==> config.mk <==
export PLATFORM = sky130hd
export DESIGN_NAME = skt_ctrl
export DESIGN_NICKNAME = d
export VERILOG_FILES = /design/src/rtl/skt_pkg.sv /design/src/rtl/skt_ctrl.sv
export SDC_FILE = /design/constraint.sdc
export NUM_CORES = 1
export LEC_CHECK = 0
export ABC_AREA = 1
export BUFFER_PORTS_ARGS = -buffer_cell sky130_fd_sc_hd__buf_2
export CAP_MARGIN = 15
export CORE_AREA = 8 8 45 47
export CTS_CLUSTER_SIZE = 25
export DETAILED_ROUTE_END_ITERATION = 16
export DIE_AREA = 0 0 53 55
export SLEW_MARGIN = 10
export SYNTH_ARGS = -nofsm -noshare
export SYNTH_HDL_FRONTEND = slang
export SYNTH_SLANG_ARGS = --single-unit
==> constraint.sdc <==
create_clock -name clk -period 1.1 [get_ports clk]
set_clock_uncertainty 0.15 [all_clocks]
set_input_delay 0.055 -clock clk [delete_from_list [all_inputs] [get_ports clk]]
set_output_delay 0.055 -clock clk [all_outputs]
set_load 0.005 [all_outputs]
==> src/rtl/skt_pkg.sv <==
`default_nettype none

package skt_pkg;

    localparam int TABLE_DEPTH = 64;
    localparam int KEY_WIDTH   = 32;
    localparam int IDX_W       = $clog2(TABLE_DEPTH);
    localparam int CNT_W       = $clog2(TABLE_DEPTH + 1);

    typedef enum logic [1:0] {
        KIND_INSERT = 2'd0,
        KIND_REMOVE = 2'd1,
        KIND_FIND   = 2'd2,
        KIND_READ   = 2'd3
    } kind_t;

    typedef enum logic [1:0] {
        ST_OK        = 2'd0,
        ST_NOT_FOUND = 2'd1,
        ST_FULL      = 2'd2,
        ST_RANGE     = 2'd3
    } status_t;

    // Commands from the controller to the datapath.
    typedef struct packed {
        logic load;
        logic cmp;
        logic exec;
    } skt_cmd_t;

endpackage

`default_nettype wire

==> src/rtl/skt_ctrl.sv <==
`default_nettype none

module skt_ctrl
    import skt_pkg::*;
(
    input  wire logic     clk,
    input  wire logic     rst_n,
    input  wire logic     in_valid,
    output logic          in_stall,
    output logic          out_valid,
    input  wire logic     out_stall,
    output skt_cmd_t      cmd
);

    typedef enum logic [1:0] {
        S_IDLE,
        S_CMP,
        S_EXEC
    } state_t;

    state_t state_reg;
    state_t state_next;
    logic   out_valid_reg;
    logic   out_valid_next;
    logic   out_free;
    logic   accept;

    // The result slot can take a new result when it is empty or is being taken now.
    assign out_free = !out_valid_reg || !out_stall;
    assign in_stall = !((state_reg == S_IDLE) || ((state_reg == S_EXEC) && out_free));
    assign accept   = in_valid && !in_stall;

    assign cmd.load = accept;
    assign cmd.cmp  = (state_reg == S_CMP);
    assign cmd.exec = (state_reg == S_EXEC) && out_free;

    assign out_valid = out_valid_reg;

    always_comb
    begin
        state_next     = state_reg;
        out_valid_next = out_valid_reg && out_stall;
        case (state_reg)
            S_IDLE:
            begin
                if (accept)
                begin
                    state_next = S_CMP;
                end
            end
            S_CMP:
            begin
                state_next = S_EXEC;
            end
            S_EXEC:
            begin
                if (out_free)
                begin
                    out_valid_next = 1'b1;
                    state_next     = accept ? S_CMP : S_IDLE;
                end
            end
            default:
            begin
                state_next = S_IDLE;
            end
        endcase
    end

    always_ff @(posedge clk or negedge rst_n)
    begin
        if (!rst_n)
        begin
            state_reg     <= S_IDLE;
            out_valid_reg <= 1'b0;
        end
        else
        begin
            state_reg     <= state_next;
            out_valid_reg <= out_valid_next;
        end
    end

endmodule

`default_nettype wire

==> metrics.txt <==
worst vdd ir=0.000243 V; Clock Tree Buf Depth=2; multi-input logic area=51.3 µm²; # setup viols final=3; RSZ-0062 raised after global routing=true; combinational family with the most area after synthesis=simple AND/OR/NAND/NOR gates; dpl cell area=194 µm²; #FFs+latches synth=3; CP Data Required Time=0.89 ns; initial antenna violation count=0; Syn Area/Cell=7.84 µm²; die span in y=55 µm; post-synthesis mux area share=0%; 1st-pass router iterations=1; total power=423 µW; gr ovfl total=0; worst hold path class=primary input to register; critical path class=register to output pin; CTS buffer count=3; core area=0.00138 mm²; final antenna diode count=0; clock sink count=3; worst skew pair latency=0.23 ns; failing checks=negative setup slack; NumNets Final=39; fmax=0.849 GHz; Residual DRC=0; Syn Inst Count=19; power per cell area=1540 mW/mm²; total number of vias=158; Compound-Gate Fraction of Synth Area=6.72%; register area=75.1 µm²; Area Growth Syn to Fin=84.9%; clock-pin slew on the worst setup and hold paths=0.04 ns; Synth Area in Simple Gates=22.7%; post-route cell area=275 µm²; final wirelength=377 µm; Critical Path AT=0.97 ns; final worst slack=-0.0780 ns; synthesized-area fraction occupied by adder cells=0%; Placer Congestion=0.753; sequential-to-total area share from yosys stat=50.4%; post-DP HPWL=282 µm; Rows=14; Vias/cell=3.16; normalized max-slew margin=91.2%; status=finished with violations; Slew @ Worst Pin=0.132 ns; CP endpoint kind=output pin; first-pass GRT wire length=565 µm; largest net degree at the start of global routing=5; die area=0.00292 mm²; Slew Limit Fails=0; Synth cell types=10; synthesis warning total=0; worst-path maximum fanout=3; CTS root buffer=clkbuf_4; Critical Path Start Type=register; layout cell share with drive strength beyond 1=47.1%; most common cell after layout, fill and taps aside=buf_2; # IOs=9; 1st-iter DRT viols=0; Layout Utilization=19.9%; Worst R2R Path Depth=4; commonest non-fill, non-tap cells in the layout=8 x buf_2, 4 x dlygate4sd3_1; Initial Utilization=10.8%; number of flip-flops in the largest register=2; Post-Synth XOR/XNOR Area=0%; Syn Std Cell Area=149 µm²; Synthesized Nets=23; htree depth=1; Leak Pwr=0.153 nW; Max Cap Violations=0; crit share post-route=107%; Final Hold Viols=0; vias in the first global route=164; hold path depth=5; gr usage total=3.34%; I/O Buffers=8; post-layout min period=1.18 ns; post-route ant nets=0; Die X=53 µm; # fillers=157; DR WL/cell=7.54 µm; CTS tree=built
cell type report:
| cell class | count | share of cell area (%) |
|---|---|---|
| clock buffers | 4 | 9.55 |
| inverters | 4 | 5.45 |
| multi-input cells | 10 | 18.6 |
| flip-flops and latches | 3 | 27.3 |
| well taps | 16 | 7.27 |
| repair buffers | 13 | 31.8 |
synth_stat cells, drive strengths merged:
| master | number | area (µm²) |
|---|---|---|
| nand2 | 5 | 21.3 |
| inv | 4 | 15.0 |
| dfrtp | 3 | 75.1 |
| buf | 2 | 15.0 |
| nor2 | 2 | 7.51 |
| a21oi | 1 | 5.00 |
| nand3 | 1 | 5.00 |
| o21ai | 1 | 5.00 |
worst paths after layout:
kind                       slack (ns)            to    startpoint
max                             -0.08        cmd[0]  state_reg[0]
min                               0.1  state_reg[0]     out_stall
max reg2reg                      0.14  state_reg[0]     out_valid
min reg2reg                      0.39  state_reg[1]  state_reg[0]
max in group asynchronous        0.12     out_valid         rst_n
min in group asynchronous        0.54  state_reg[0]         rst_n
report_power, final:
group          switching (mW)  internal [mW]  total, mW
sequential             0.0151          0.127      0.142
combinational          0.0396         0.0473     0.0870
clock                  0.0587          0.136      0.195
layer usage:
metal	global-route usage (%)	wire length, µm	part of all wire, %	vias up
met4	5.17	0	0	0
met3	3.21	56	15	0
met1	1.98	131	35	68
met2	4.69	189	50	5
li1	-	-	-	85
met5	0	0	0	-
timing repair:
item	4_1_cts	5_1_grt
endpoints found under the hold margin	6	0
hold buffers	4	0
gates resized for setup	2	0
setup buffers	1	0
endpoints found under the setup margin	3	4
pin swaps	0	1
kinds of logic after synthesis:
kind of cell | Yosys count
AOI/OAI and AO/OA | 2
buffers and inverters | 6
DFF | 3
and+or+nand+nor | 8
stage by stage:
step                setup TNS (ns)  hold WS, ns  setup WS, ns  instances
finish                      -0.160       0.0952       -0.0780         50
global route                -0.464        0.132        -0.174         50
CTS                         -0.212       0.0911       -0.0907         50
detailed placement               0       -0.295         0.143         41
global placement                 0       -0.297         0.155         41
floorplan                        0       -0.391         0.156         19
worst max-delay path: stages, from the launching register on:
cell and delay, ns:
dfrtp_1 0.38, inv_2 0.07, nand2_2 0.06, a21oi_1 0.11, buf_2 0.12
(Power assumes the default switching activity.)
